`src/hdl/psi_pkg.sv`:
```
`default_nettype none
// ----------------------------------------------------------------------------
// psi_pkg: shared types, constants and functions
// Item formats, count widths and residue classification for the
// pairwise sequence identity block.
// ----------------------------------------------------------------------------
package psi_pkg;

   localparam int MAX_COLUMNS    = 4096;
   localparam int COUNT_WIDTH    = $clog2(MAX_COLUMNS + 1);
   localparam int IDENTITY_WIDTH = 17;
   localparam int FRACTION_BITS  = 16;
   localparam int PRODUCT_WIDTH  = IDENTITY_WIDTH + COUNT_WIDTH;
   localparam int QUEUE_DEPTH    = 2;
   localparam int QUEUE_PTR_WIDTH = $clog2(QUEUE_DEPTH);
   localparam int QUEUE_CNT_WIDTH = $clog2(QUEUE_DEPTH + 1);

   typedef logic [COUNT_WIDTH-1:0] count_type;

   typedef struct packed {
      logic [7:0] residue_query;
      logic [7:0] residue_reference;
      logic       last_column;
   } req_type;

   typedef struct packed {
      logic [COUNT_WIDTH-1:0] identical_count;
      logic [COUNT_WIDTH-1:0] aligned_count;
      logic                   keep_flag;
      logic                   no_overlap;
   } rsp_type;

   typedef struct packed {
      logic query_amino;
      logic both_amino;
      logic same_byte;
      logic last_column;
   } col_class_type;

   function automatic logic is_amino(input logic [7:0] b);
      logic       letter;
      logic [7:0] u;
      logic       hit;
      letter = (b inside {[8'h41:8'h5A], [8'h61:8'h7A]});
      u      = b & 8'hDF;
      case (u)
         "A", "C", "D", "E", "F", "G", "H", "I", "K", "L",
         "M", "N", "P", "Q", "R", "S", "T", "V", "W", "Y": hit = 1'b1;
         default: hit = 1'b0;
      endcase
      return letter & hit;
   endfunction

   function automatic count_type sat_count(input count_type a, input count_type b);
      logic [COUNT_WIDTH:0] s;
      s = {1'b0, a} + {1'b0, b};
      if (s > (COUNT_WIDTH + 1)'(MAX_COLUMNS)) begin
         return COUNT_WIDTH'(MAX_COLUMNS);
      end
      return s[COUNT_WIDTH-1:0];
   endfunction

endpackage
`default_nettype wire

```
`src/hdl/psi_front.sv`:
```
`default_nettype none
// ----------------------------------------------------------------------------
// psi_front: column intake
// Accepts alignment columns, classifies the residue pair and queues the
// result for the counting stage in a two-entry queue.
// ----------------------------------------------------------------------------
module psi_front (
   input  wire                      clock,
   input  wire                      reset,
   input  wire                      req_valid,
   output logic                     req_ready,
   input  wire psi_pkg::req_type    req_data,
   output logic                     col_valid,
   input  wire                      col_ready,
   output psi_pkg::col_class_type   col_data
);

   psi_pkg::col_class_type                   entry_ff [psi_pkg::QUEUE_DEPTH];
   logic [psi_pkg::QUEUE_PTR_WIDTH-1:0]      wr_ptr_ff, wr_ptr_in;
   logic [psi_pkg::QUEUE_PTR_WIDTH-1:0]      rd_ptr_ff, rd_ptr_in;
   logic [psi_pkg::QUEUE_CNT_WIDTH-1:0]      count_ff, count_in;
   psi_pkg::col_class_type                   class_in;
   logic                                     push, pop;

   always_comb begin
      class_in.query_amino = psi_pkg::is_amino(req_data.residue_query);
      class_in.both_amino  = class_in.query_amino &
                             psi_pkg::is_amino(req_data.residue_reference);
      class_in.same_byte   = (req_data.residue_query == req_data.residue_reference);
      class_in.last_column = req_data.last_column;
   end

   assign req_ready = (count_ff != psi_pkg::QUEUE_CNT_WIDTH'(psi_pkg::QUEUE_DEPTH));
   assign col_valid = (count_ff != '0);
   assign col_data  = entry_ff[rd_ptr_ff];
   assign push      = req_valid & req_ready;
   assign pop       = col_valid & col_ready;

   always_comb begin
      wr_ptr_in = push ? wr_ptr_ff + 1'b1 : wr_ptr_ff;
      rd_ptr_in = pop ? rd_ptr_ff + 1'b1 : rd_ptr_ff;
      count_in  = count_ff;
      if (push && !pop) begin
         count_in = count_ff + 1'b1;
      end else if (pop && !push) begin
         count_in = count_ff - 1'b1;
      end
   end

   always_ff @(posedge clock) begin
      if (reset) begin
         wr_ptr_ff <= '0;
         rd_ptr_ff <= '0;
         count_ff  <= '0;
      end else begin
         wr_ptr_ff <= wr_ptr_in;
         rd_ptr_ff <= rd_ptr_in;
         count_ff  <= count_in;
      end
   end

   always_ff @(posedge clock) begin
      if (push) begin
         entry_ff[wr_ptr_ff] <= class_in;
      end
   end

endmodule
`default_nettype wire

```
`src/hdl/psi_back.sv`:
```
`default_nettype none
// ----------------------------------------------------------------------------
// psi_back: region counting and result
// Keeps committed and pending counts per alignment, closes the alignment on
// the last column and computes the keep decision in the output stage.
// ----------------------------------------------------------------------------
module psi_back (
   input  wire                                 clock,
   input  wire                                 reset,
   input  wire  [psi_pkg::IDENTITY_WIDTH-1:0]  min_identity,
   input  wire                                 col_valid,
   output logic                                col_ready,
   input  wire  psi_pkg::col_class_type        col_data,
   output logic                                rsp_valid,
   input  wire                                 rsp_ready,
   output psi_pkg::rsp_type                    rsp_data
);

   logic                   region_started_ff, region_started_in;
   psi_pkg::count_type     committed_identical_ff, committed_identical_in;
   psi_pkg::count_type     committed_aligned_ff, committed_aligned_in;
   psi_pkg::count_type     pending_identical_ff, pending_identical_in;
   psi_pkg::count_type     pending_aligned_ff, pending_aligned_in;

   logic                   fin_valid_ff, fin_valid_in;
   psi_pkg::count_type     fin_identical_ff;
   psi_pkg::count_type     fin_aligned_ff;
   logic                   fin_none_ff;

   logic                   rsp_valid_ff, rsp_valid_in;
   psi_pkg::rsp_type       rsp_data_ff, rsp_data_in;

   logic                   out_ready, fin_ready, pop, close;
   logic                   started;
   psi_pkg::count_type     pend_i, pend_a, comm_i, comm_a;
   logic [psi_pkg::PRODUCT_WIDTH-1:0] product, scaled;

   assign out_ready = !rsp_valid_ff || rsp_ready;
   assign fin_ready = !fin_valid_ff || out_ready;
   assign col_ready = !col_data.last_column || fin_ready;
   assign pop       = col_valid & col_ready;
   assign close     = pop & col_data.last_column;

   always_comb begin
      started = region_started_ff | col_data.both_amino;
      pend_i  = pending_identical_ff;
      pend_a  = pending_aligned_ff;
      comm_i  = committed_identical_ff;
      comm_a  = committed_aligned_ff;
      if (started && col_data.query_amino) begin
         pend_a = psi_pkg::sat_count(pending_aligned_ff, psi_pkg::COUNT_WIDTH'(1));
         if (col_data.same_byte) begin
            pend_i = psi_pkg::sat_count(pending_identical_ff, psi_pkg::COUNT_WIDTH'(1));
         end
      end
      if (col_data.both_amino) begin
         comm_a = psi_pkg::sat_count(committed_aligned_ff, pend_a);
         comm_i = psi_pkg::sat_count(committed_identical_ff, pend_i);
         pend_a = '0;
         pend_i = '0;
      end

      region_started_in      = region_started_ff;
      committed_identical_in = committed_identical_ff;
      committed_aligned_in   = committed_aligned_ff;
      pending_identical_in   = pending_identical_ff;
      pending_aligned_in     = pending_aligned_ff;
      if (close) begin
         region_started_in      = 1'b0;
         committed_identical_in = '0;
         committed_aligned_in   = '0;
         pending_identical_in   = '0;
         pending_aligned_in     = '0;
      end else if (pop) begin
         region_started_in      = started;
         committed_identical_in = comm_i;
         committed_aligned_in   = comm_a;
         pending_identical_in   = pend_i;
         pending_aligned_in     = pend_a;
      end

      fin_valid_in = close ? 1'b1 : (out_ready ? 1'b0 : fin_valid_ff);
   end

   always_comb begin
      product = psi_pkg::PRODUCT_WIDTH'(min_identity) * psi_pkg::PRODUCT_WIDTH'(fin_aligned_ff);
      scaled  = psi_pkg::PRODUCT_WIDTH'({fin_identical_ff,
                                          {psi_pkg::FRACTION_BITS{1'b0}}});
      rsp_data_in.identical_count = fin_none_ff ? '0 : fin_identical_ff;
      rsp_data_in.aligned_count   = fin_none_ff ? '0 : fin_aligned_ff;
      rsp_data_in.keep_flag       = !fin_none_ff && (scaled >= product);
      rsp_data_in.no_overlap      = fin_none_ff;
      rsp_valid_in = out_ready ? fin_valid_ff : rsp_valid_ff;
   end

   always_ff @(posedge clock) begin
      if (reset) begin
         region_started_ff      <= 1'b0;
         committed_identical_ff <= '0;
         committed_aligned_ff   <= '0;
         pending_identical_ff   <= '0;
         pending_aligned_ff     <= '0;
         fin_valid_ff           <= 1'b0;
         rsp_valid_ff           <= 1'b0;
      end else begin
         region_started_ff      <= region_started_in;
         committed_identical_ff <= committed_identical_in;
         committed_aligned_ff   <= committed_aligned_in;
         pending_identical_ff   <= pending_identical_in;
         pending_aligned_ff     <= pending_aligned_in;
         fin_valid_ff           <= fin_valid_in;
         rsp_valid_ff           <= rsp_valid_in;
      end
   end

   always_ff @(posedge clock) begin
      if (close) begin
         fin_identical_ff <= comm_i;
         fin_aligned_ff   <= comm_a;
         fin_none_ff      <= !started;
      end
      if (out_ready && fin_valid_ff) begin
         rsp_data_ff <= rsp_data_in;
      end
   end

   assign rsp_valid = rsp_valid_ff;
   assign rsp_data  = rsp_data_ff;

   a_no_overlap_zero: assert property (@(posedge clock) disable iff (reset)
      (rsp_valid_ff && rsp_data_ff.no_overlap) |->
         (rsp_data_ff.identical_count == '0 && rsp_data_ff.aligned_count == '0 &&
          !rsp_data_ff.keep_flag))
      else $error("no-overlap result carries counts or keep");

   a_identical_le_aligned: assert property (@(posedge clock) disable iff (reset)
      rsp_valid_ff |-> (rsp_data_ff.identical_count <= rsp_data_ff.aligned_count))
      else $error("identical count exceeds aligned count");

   a_saturated: assert property (@(posedge clock) disable iff (reset)
      (committed_aligned_ff <= psi_pkg::COUNT_WIDTH'(psi_pkg::MAX_COLUMNS) &&
       pending_aligned_ff <= psi_pkg::COUNT_WIDTH'(psi_pkg::MAX_COLUMNS)))
      else $error("count above saturation limit");

   a_clear_after_close: assert property (@(posedge clock) disable iff (reset)
      close |=> (!region_started_ff && committed_aligned_ff == '0 &&
                 pending_aligned_ff == '0 && fin_valid_ff))
      else $error("state not cleared after last column");

endmodule
`default_nettype wire

```
`src/hdl/pairwise_sequence_identity_top.sv`:
```
`default_nettype none
// ----------------------------------------------------------------------------
// pairwise_sequence_identity_top: percent identity of an aligned pair
// Counts aligned and identical columns over the overlap region of a query
// and reference alignment and reports them with a keep decision.
//
//   channel  direction  handshake            payload
//   req      in         req_valid/req_ready  psi_pkg::req_type, one column
//   rsp      out        rsp_valid/rsp_ready  psi_pkg::rsp_type, one per alignment
//   csr      in         csr_wr_en            csr_wr_data, min_identity
//
// One column is taken per cycle while the queue has room; the counting stage
// updates its counters once per column.
// After the last column is accepted, the result passes through the queue,
// the finish stage and then the output register with the keep multiply.
// Reset clears the committed and pending counts and sets min_identity to zero.
// A two-entry queue lets intake continue while the result output is stalled.
// ----------------------------------------------------------------------------
module pairwise_sequence_identity_top (
   input  wire                                 clock,
   input  wire                                 reset,
   input  wire                                 req_valid,
   output logic                                req_ready,
   input  wire  psi_pkg::req_type              req_data,
   output logic                                rsp_valid,
   input  wire                                 rsp_ready,
   output psi_pkg::rsp_type                    rsp_data,
   input  wire                                 csr_wr_en,
   input  wire  [psi_pkg::IDENTITY_WIDTH-1:0]  csr_wr_data
);

   logic [psi_pkg::IDENTITY_WIDTH-1:0] min_identity_ff, min_identity_in;
   logic                               col_valid;
   logic                               col_ready;
   psi_pkg::col_class_type             col_data;

   assign min_identity_in = csr_wr_en ? csr_wr_data : min_identity_ff;

   always_ff @(posedge clock) begin
      if (reset) begin
         min_identity_ff <= '0;
      end else begin
         min_identity_ff <= min_identity_in;
      end
   end

   psi_front u_front (
      .clock     (clock),
      .reset     (reset),
      .req_valid (req_valid),
      .req_ready (req_ready),
      .req_data  (req_data),
      .col_valid (col_valid),
      .col_ready (col_ready),
      .col_data  (col_data)
   );

   psi_back u_back (
      .clock        (clock),
      .reset        (reset),
      .min_identity (min_identity_ff),
      .col_valid    (col_valid),
      .col_ready    (col_ready),
      .col_data     (col_data),
      .rsp_valid    (rsp_valid),
      .rsp_ready    (rsp_ready),
      .rsp_data     (rsp_data)
   );

endmodule
`default_nettype wire
```
`config.mk`:
```
export PLATFORM = sky130hd
export DESIGN_NAME = pairwise_sequence_identity_top
export DESIGN_NICKNAME = d
export VERILOG_FILES = /design/src/hdl/psi_pkg.sv /design/src/hdl/psi_front.sv /design/src/hdl/psi_back.sv /design/src/hdl/pairwise_sequence_identity_top.sv
export SDC_FILE = /design/constraint.sdc
export NUM_CORES = 1
export LEC_CHECK = 0
export BUFFER_PORTS_ARGS = -buffer_cell sky130_fd_sc_hd__buf_2
export CAP_MARGIN = 20
export CELL_PAD_IN_SITES_DETAIL_PLACEMENT = 0
export CELL_PAD_IN_SITES_GLOBAL_PLACEMENT = 1
export CORE_UTILIZATION = 26
export CTS_CLUSTER_SIZE = 20
export DETAILED_ROUTE_END_ITERATION = 10
export PLACE_DENSITY_LB_ADDON = 0.1
export SLEW_MARGIN = 25
export SYNTH_ARGS = -nofsm -noshare
export SYNTH_HDL_FRONTEND = slang
export SYNTH_SLANG_ARGS = --single-unit
```
`constraint.sdc`:
```
create_clock -name clock -period 18.66 [get_ports clock]
set_input_delay 1.866 -clock clock [delete_from_list [all_inputs] [get_ports clock]]
set_output_delay 1.866 -clock clock [all_outputs]
set_load 0.1 [all_outputs]
```
After elaboration in Yosys (flattened, before gate mapping):

Memories as Yosys holds them, arrays and structs flattened. A register that Yosys moved wholly into a read port is not among the register bits.
Index checks and enable logic that the tools add are counted.
W data, S select, Z words.

* multiply operators: 1
* reductions and logical operators: 27
* $add $sub $neg: 8
* $lt $le $gt $ge: 13
* shift-type cells: 0
* muxes and demuxes: 34
* equal/unequal tests: 42
* bitwise operators: 7
* div/mod/pow operators: 0

Operators with widths (count)
* $eq A7 B6 Y1 const B: 40
* $mux W13: 15
* $gt A14 B13 Y1 const B: 4
* $reduce_or A20 Y1: 2
* $ge A8 B7 Y1 const B: 4
* $le A8 B7 Y1 const B: 4
* $ge A29 B30 Y1: 1
* $mul A17 B13 Y30: 1
* $add A13 B1 Y14 const B: 2
* $add A13 B13 Y14: 2
* $mux W1: 17
* $reduce_bool A2 Y1: 5
* $logic_and A1 B1 Y1: 9
* $eq A8 B8 Y1: 1
* $logic_not A1 Y1: 7
* $and A1 B1 Y1: 6
* $mux W2: 2
* $logic_or A1 B1 Y1: 3
* $add A1 B1 Y1 const B: 2
* $add A2 B1 Y2 const B: 1
* $ne A2 B2 Y1 const B: 1
* $reduce_or A2 Y1: 1
* $sub A2 B1 Y2 const B: 1
* $or A1 B1 Y1: 1

* flip-flop bits (word level): 131
* bits of input ports: 39
* output and inout port bits: 30
* memory bits (read-only): 0
* memory bits (writable): 8
* memories: 1
* latch bits: 0
* logic and storage cells: 151

Memory list
* u_front.entry_ff: depth 2, bits a word 4, read ports 1, clocked after Yosys merged registers in 1, wr ports 1, line psi_front.sv:18 `psi_pkg::col_class_type entry_ff [psi_pkg::QUEUE_DEPTH];`

Depth between registers and ports, before layout:

Gate-level depths: netlist of run 1.

* depth in word-level cells: 14
* depth in mapped cells: 30

Cells and area by module:

Synthesis of run 1 repeated with hierarchy kept, for this count alone.

* cell total of the unflattened synthesis: 1619
* area, all modules: 14868.0 µm²

Modules (own cells, without submodules)
* psi_back: cells each 1499, area an instance 13538.0 µm², sequential area each 2752.6 µm², instances 1
* psi_front: cells each 65, area an instance 715.7 µm², sequential area each 340.3 µm², instances 1
* pairwise_sequence_identity_top: cells each 55, area an instance 614.3 µm², sequential area each 340.3 µm², instances 1

Worst setup path after synthesis of run 1:

OpenSTA, ideal clock, no wires.

* kind: register to register
* start: register u_back.fin_aligned_ff[3]
* end: register u_back.rsp_data_ff (netlist bit u_back.rsp_data[1]) (data pin)
* arrival: 7.091 ns
* setup slack: 11.409 ns
* clock period less this slack: 7.251 ns
* buffers on the path: 1
* stages on the path, launching flop included: 28
* required time: 18.500 ns
* cell sequence: edfxtp_1 > clkbuf_1 > and2_1 > fa_1 > inv_1 > fa_1 > inv_1 > fa_1 > inv_1 > fa_1 > fa_1 > inv_1 > ha_1 > nand3_1 > o22ai_1 > nor4_1 > o311a_1 > and4b_1 > nor2_1 > xor2_1 > ha_1 > nand4_1 > or4b_2 > a2111oi_0 > o2111ai_1 > nor4b_1 > a41oi_1 > nor3b_1

RTL lines
* start: declaration: line psi_back.sv:27 `psi_pkg::count_type fin_aligned_ff;`
* start signal: assignment: line psi_back.sv:119 `fin_aligned_ff <= comm_a;`
* end signal: assignment: line psi_back.sv:123 `rsp_data_ff <= rsp_data_in;`
* end: declaration: line psi_back.sv:31 `psi_pkg::rsp_type rsp_data_ff, rsp_data_in;`

==> impl_results.md, run 1 <==
- TritonCTS Buffers: 17
- Switching Share: 0.4847
- Average routed wire per standard cell: ~19 um
- Power share of the combinational group: 0.540
- Initial cell density of the core: 0.2632
- Flip-flop and latch area: 0.003433 mm^2
- Largest buffer count on any clock path: 2
- Proportion of layout cells with a drive suffix above 1: 0.08090
- Number of cell instances on the worst register-to-register path: 27
- DR iter-0 viols: around 460
- Switching power summed over all nets: ~890 uW
- Pins over their slew limit: 0
- Post-Syn Nets: a little under 2000
- Core area: 0.05639 mm^2
- GRT Overall Usage: 0.1672
- Number of distinct library cells after synthesis: 70
- Clock period minus worst slack: 8215 ps
- Pwr Density: between 100 and 150 mW/mm^2
- Final HPWL from detailed placement: approximately 35 mm
- Kind of cell with the highest combined delay on the critical path: adder cells
- Largest net degree at the start of global routing: 49
- Total global routing overflow: 0
- Area grow syn2layout: 11.95%
- Critical-path maximum fanout: 18
- Fraction of the cycle the final worst path needs: 0.4402
- IO buf count: 68
- Antenna violations before repair: 3
- Mean cell area of the mapped netlist: around 9.0 um^2
- Number of resized instances in the post-cts repair step: 0
- # diodes: 0
- Library cell contributing the largest single delay on the critical path: edfxtp_1
- Count of buffer and inverter cells on the critical path: 3
- Worst min-delay path category: reg -> reg
- Width of the chip: 240.9 um
- Achievable frequency: roughly 120 MHz
- Portion of the post-synthesis area used by sequential elements: 0.2313
- Yosys reg bits: 140
- Most frequently used flop master after synthesis: dfxtp_1
- Weighted congestion reported at the end of routability-driven placement: roughly 0.79
- Rows: 87
- Arrival time worst endpoint: ~8500 ps
- Post-CTS Setup Inserts: 0
- Relative slew slack: 0.3567
- Num ports: between 60 and 70
- Levels on crit path: 27
- Status: completed
- Cell area after technology mapping: ~0.015 mm^2
- Num Clock Sinks: between 100 and 150
- CTS H-Tree Depth: 4
- Clock network power share: 0.214
- Fill cell total of the finished layout: 6053
- Critical path class: reg -> reg
- Root buffer cell: clkbuf_16
- Final hold violation count: 0
- Setup Total Neg Slack: 0 ps
- Final ANT Viol Nets: 0
- Crit path required time: approximately 19000 ps
- Least-Margin Pin Slew: 964.9 ps
- Crit path largest cell delay: between 900 and 1000 ps
- Count of flip-flops with a built-in enable after synthesis: 63
- Min-Delay Path Depth: 2
- Internal power summed over all cells: about 950 uW
- Sort of element at the start of the critical path: flop
- Leakage power figure: ~0.0073 uW
- Type of element capturing the critical path: flop
- First-pass GRT wire length: 71.80 mm
- Die outline height: 240.9 um
- Final setup viols: 0
- Syn. warnings: 0
- Vias: 11390
- Clock Latency Late Sink: 490 ps
- 1st-pass router iterations: 5
- Final #Nets: 1991
- Synthesized instance count: around 1600
- Pre-CTS setup slack: just over 10000 ps
- Vias per std cell: between 4 and 5
- Worst-path clk slew: ~70 ps
- Combined area of the multi-input logic cells: 0.01039 mm^2
- Worst-case setup margin in the final layout: roughly 10000 ps
- Sequential Power Share: 0.247
- Final wirelength: between 40 and 50 mm
- Hold Slack: 473.7 ps
- Die ar.: between 0.05 and 0.06 mm^2
- Post-CTS Hold Fix Bufs: 0
- Vias in the first global route: roughly 12000
- TritonCTS clock tree: yes
- RSZ-0062 raised after global routing: no
- Maximum resistive drop on vdd: ~0.08 mV
- Final routed DRC violation total: 0
- Most Frequent Cell on Critical Path: fa_1
- Max-cap violations: 0
- Setup clock skew after layout: approximately 15 ps
- Asr flop ratio synth: 0
logic make-up (layout without fill, tap and decap cells):
kind of cell | count (synthesis) | in the layout | share of synthesized area
muxes | 26 | 26 | 0.01779
AOI/OAI and AO/OA | 276 | 276 | 0.1259
xor gates and xnor gates | 68 | 68 | 0.04012
buffers and inverters | 277 | 314 | 0.07115
adders and majority gates | 284 | 284 | 0.3239
DFF | 140 | 140 | 0.2313
and+or+nand+nor | 573 | 573 | 0.1899
cells in the final DEF, fill, tap and decap left out, types with 29 or more instances in the layout:
cell type  Yosys  routed
ha_1         117     117
and2_1       117     117
o21ai_0       65      65
fa_1         167     167
a21oi_1       49      49
nor2_1        98      97
xnor2_1       41      41
edfxtp_1      63      63
nand2_1      206     206
nor2b_1       38      38
buf_2          7      68
dfxtp_1       77      77
inv_1        200     200
o31ai_1       29      29
metrics by stage:
stage,total power [uW],cells,instance area [um^2],util
floorplan,1150,1644,14840,-
global placement,1482,2405,15960,0.2831
finish,1842,2437,16620,0.2947
detailed placement,1469,2405,15970,0.2832
CTS,1885,2437,16620,0.2947
global route,2017,2437,16620,0.2947
synthesized netlist by cell type (23+ instances only):
cell type	instances	area share
fa_1	167	0.23
nor2b_1	38	0.016
and2_1	117	0.049
a21o_1	23	0.012
edfxtp_1	63	0.13
xor2_1	27	0.016
inv_1	200	0.051
clkbuf_1	66	0.017
nand3_1	23	0.0078
o31ai_1	29	0.015
nor2_1	98	0.025
a21oi_1	49	0.017
o21ai_0	65	0.022
mux2i_1	23	0.016
nand2_1	206	0.052
dfxtp_1	77	0.10
xnor2_1	41	0.024
ha_1	117	0.099
state kept, by name, summed over array words and instances (netlist names), 2 cells and up, named ones only:
register	count
u_back.committed_aligned_ff	13
u_back.fin_identical_ff	13
u_back.pending_aligned_ff	13
u_front.count_ff	2
u_back.fin_aligned_ff	13
u_front.entry_ff	8
min_identity_ff	17
u_back.committed_identical_ff	13
u_back.rsp_data	28
u_back.pending_identical_ff	13
final cells by class:
class | instances | area share
clock buffers | 17 | 0.02560
clock inverters | 15 | 0.01355
inverters | 200 | 0.04518
multi-input cells | 1227 | 0.6253
flip-flops and latches | 140 | 0.2066
well taps | 756 | 0.05692
repair buffers | 82 | 0.02681
power by group through the flow:
stage	Clock, uW	Combinational [uW]	Sequential (uW)
2_1_floorplan	0	675	475
3_3_place_gp	0	1020	464
3_5_place_dp	0	1000	465
4_1_cts	412	1010	458
5_1_grt	421	1130	462
6_report	394	994	455
worst reg2reg max path, delay by kind of cell (launching register included):
family / cells / cell delay [ps]
xor+xnor: 1 / 100
simple gates: 6 / 1220
flops: 1 / 970
fa+ha+maj: 7 / 3190
buf+inv: 3 / 160
compound gates: 10 / 2410
path summary, 6_finish.rpt:
check	start	endpoint	slack [ps]
max	u_back.fin_aligned_ff[8]$_DFFE_PP_	u_back.rsp_data[1]$_DFFE_PP_	10450
min	u_back.committed_identical_ff[0]$_SDFFE_PP0P_	u_back.committed_identical_ff[0]$_SDFFE_PP0P_	470
max reg2reg	u_back.fin_aligned_ff[8]$_DFFE_PP_	u_back.rsp_data[1]$_DFFE_PP_	10450
min reg2reg	u_back.committed_identical_ff[0]$_SDFFE_PP0P_	u_back.committed_identical_ff[0]$_SDFFE_PP0P_	470
routing by layer:
metal	track usage	routed length [um]
met1	0.2207	21370
met4	0.03644	501
met2	0.2844	22270
met3	0.02871	1249
met5	0	0
Note: power is estimated with default switching activity, not from simulation.
==> inputs of run 2 (changes only) <==
==> constraint.sdc (replaced) <==
create_clock -name clock -period 7.7 [get_ports clock]
set_input_delay 0.77 -clock clock [delete_from_list [all_inputs] [get_ports clock]]
set_output_delay 0.77 -clock clock [all_outputs]
set_load 0.1 [all_outputs]
==> impl_results.md, run 2 (synthesis results as in run 1) <==
- Vias: roughly 12000
- Vias in the first global route: approximately 12000
- Endpoint of the worst-slack reg-to-reg timing path: u_back.rsp_data[1]$_DFFE_PP_
- Core area: approximately 0.056 mm^2
- GRT Overall Usage: 0.1744
- Area grow syn2layout: 18.19%
- Met2 global-route usage: 0.2991
- Rows: 87
- Num ports: between 60 and 70
- Sort of element at the start of the critical path: flop
- Met3 Resource Use GR: 0.02711
- Final HPWL from detailed placement: 37.37 mm
- Final hold violation count: 0
- Achievable frequency: approximately 140 MHz
- Weighted congestion reported at the end of routability-driven placement: 0.7948
- Global routing usage on met1: 0.2272
- Largest buffer count on any clock path: 2
- Final routed DRC violation total: 0
- Total global routing overflow: 0
- Pins over their slew limit: 0
- Final ANT Viol Nets: 0
- Vias per std cell: about 4.6
- TritonCTS Buffers: 17
- Capturing element of the worst setup path: u_back.rsp_data[1]$_DFFE_PP_
- CTS H-Tree Depth: 4
- Clock period minus worst slack: 7334 ps
- First-pass GRT wire length: approximately 75 mm
- Pre-CTS setup slack: -329.0 ps
- Initial cell density of the core: 0.2632
- Setup clock skew after layout: ~14 ps
- Commonest non-fill, non-tap cell in the layout: nand2_1
- TritonCTS clock tree: yes
- IO buf count: 68
- Least-Margin Pin Slew: just under 900 ps
- Setup Total Neg Slack: 0 ps
- Critical-path maximum fanout: 7
- Worst reg2reg path startpoint: u_back.fin_aligned_ff[3]$_DFFE_PP_
- Leakage power figure: just under 0.008 uW
- Type of element capturing the critical path: flop
- Proportion of layout cells with a drive suffix above 1: 0.1472
- Final wirelength: ~47 mm
- Final #Nets: 2063
- Final setup viols: 0
- 1st-pass router iterations: 4
- Max-cap violations: 0
- Fraction of the cycle the final worst path needs: 0.9524
- Worst-path clk slew: about 80 ps
- Average routed wire per standard cell: 18.74 um
- Relative slew slack: 0.4024
- Status: completed
- Commonest non-fill, non-tap cells in the layout: 205 x nand2_1, 198 x inv_1, 165 x fa_1
- DR iter-0 viols: 518
- RSZ-0062 raised after global routing: yes
- Worst-case setup margin in the final layout: 366.3 ps
- Reg-to-reg slack, setup: ~370 ps
- Antenna violations before repair: 0
- Crit path required time: between 8000 and 9000 ps
- Die outline height: roughly 240 um
- Routing layer with the top usage in global route: met2
- Die ar.: slightly below 0.06 mm^2
- Post-CTS Hold Fix Bufs: 0
- Arrival time worst endpoint: 7670 ps
- Clock Latency Late Sink: 490 ps
- Flip-flop count of the largest register after layout: 28
- Width of the chip: ~240 um
- Number of cell instances on the worst register-to-register path: 25
- Pwr Density: about 280 mW/mm^2
- Root buffer cell: clkbuf_16
- Num Clock Sinks: between 100 and 150
- Maximum resistive drop on vdd: about 0.24 mV
- Worst min-delay path category: reg -> reg
- Crit path from: u_back.fin_aligned_ff[3]$_DFFE_PP_
- Largest net degree at the start of global routing: 49
- Critical path class: reg -> reg
==> run 2: cell count changes in the layout (fill, tap and decap cells not counted), sizes merged <==
cell | before | now
buf | 82 | 154
bufinv | 3 | 1
clkinv | 5 | 6
clkinvlp | 0 | 1
diode | 0 | 1
==> run 2: worst max-delay path, stage by stage, from the launching register on <==
cell and delay, ps:
edfxtp_1 510, buf_6 170, buf_4 150, and2_1 170
fa_1 530, inv_1 50, fa_1 530, inv_1 50
fa_1 450, fa_1 560, fa_1 460, ha_4 290
and4_4 230, o21ai_2 70, o311a_1 360, and4b_2 310
nor2_2 60, xor2_1 150, ha_1 300, nand4_1 120
or4b_4 520, a2111oi_4 340, o2111ai_2 160, nor4b_2 300
a41oi_2 160, nor3b_2 170
==> run 2: how the worst min path moves through the flow <==
| stage | start | end | slack, ps | cells past startpoint |
|---|---|---|---|---|
| 4_1_cts | req_data[0] | u_front.entry_ff[1][0]$_DFFE_PP_ | 430 | 1 |
| 3_5_place_dp | u_back.committed_identical_ff[0]$_SDFFE_PP0P_ | u_back.committed_identical_ff[0]$_SDFFE_PP0P_ | 470 | 2 |
| 3_3_place_gp | u_back.committed_identical_ff[0]$_SDFFE_PP0P_ | u_back.committed_identical_ff[0]$_SDFFE_PP0P_ | 460 | 2 |
| 6_report | u_back.committed_identical_ff[0]$_SDFFE_PP0P_ | u_back.committed_identical_ff[0]$_SDFFE_PP0P_ | 480 | 2 |
| 2_1_floorplan | u_back.fin_none_ff$_DFFE_PP_ | u_back.rsp_data[0]$_DFFE_PP_ | 420 | 0 |
| 5_1_grt | req_data[0] | u_front.entry_ff[1][0]$_DFFE_PP_ | 450 | 1 |
==> run 2: metal layers <==
layer,vias up,wire length (um)
met5,-,0
met4,0,679
met3,28,978
met2,83,23430
met1,5746,21950
li1,5686,-
==> run 2: layout make-up <==
cell class                 instances  area [um^2]
fill                            6094        38840
multi-input combinational       1227        10650
sequential                       140         3440
timing repair buffer             154         1126
tap                              756        945.9
inverter                         200        750.7
clock buffer                      17        425.4
clock inverter                    15        203.9
antenna                            1        2.502
==> run 2: power breakdown <==
group	leakage [uW]	internal, uW	total (uW)	switching [uW]
logic	0.00616	1150	2970	1820
registers	0.00122	907	992	85.6
clock network	0.000301	470	903	433
total	0.00768	2530	4860	2330
==> run 2: repair_timing <==
action	CTS	global route
gates resized for setup	16	53
pin swaps	3	39
cloned	0	0
setup buffers	5	4
setup endpoints to repair	1	1
==> run 2: through the flow <==
step / hold slack, ps / cells / total power (uW) / cell area [um^2] / util
2_1_floorplan: 424.4 / 1644 / 2787 / 14840 / -
3_5_place_dp: 473.5 / 2468 / 3813 / 16560 / 0.2938
6_report: 479.8 / 2510 / 4865 / 17540 / 0.3111
3_3_place_gp: 464.0 / 2468 / 3833 / 16560 / 0.2937
4_1_cts: 432.6 / 2505 / 4806 / 17290 / 0.3067
5_1_grt: 449.0 / 2509 / 5302 / 17540 / 0.3111
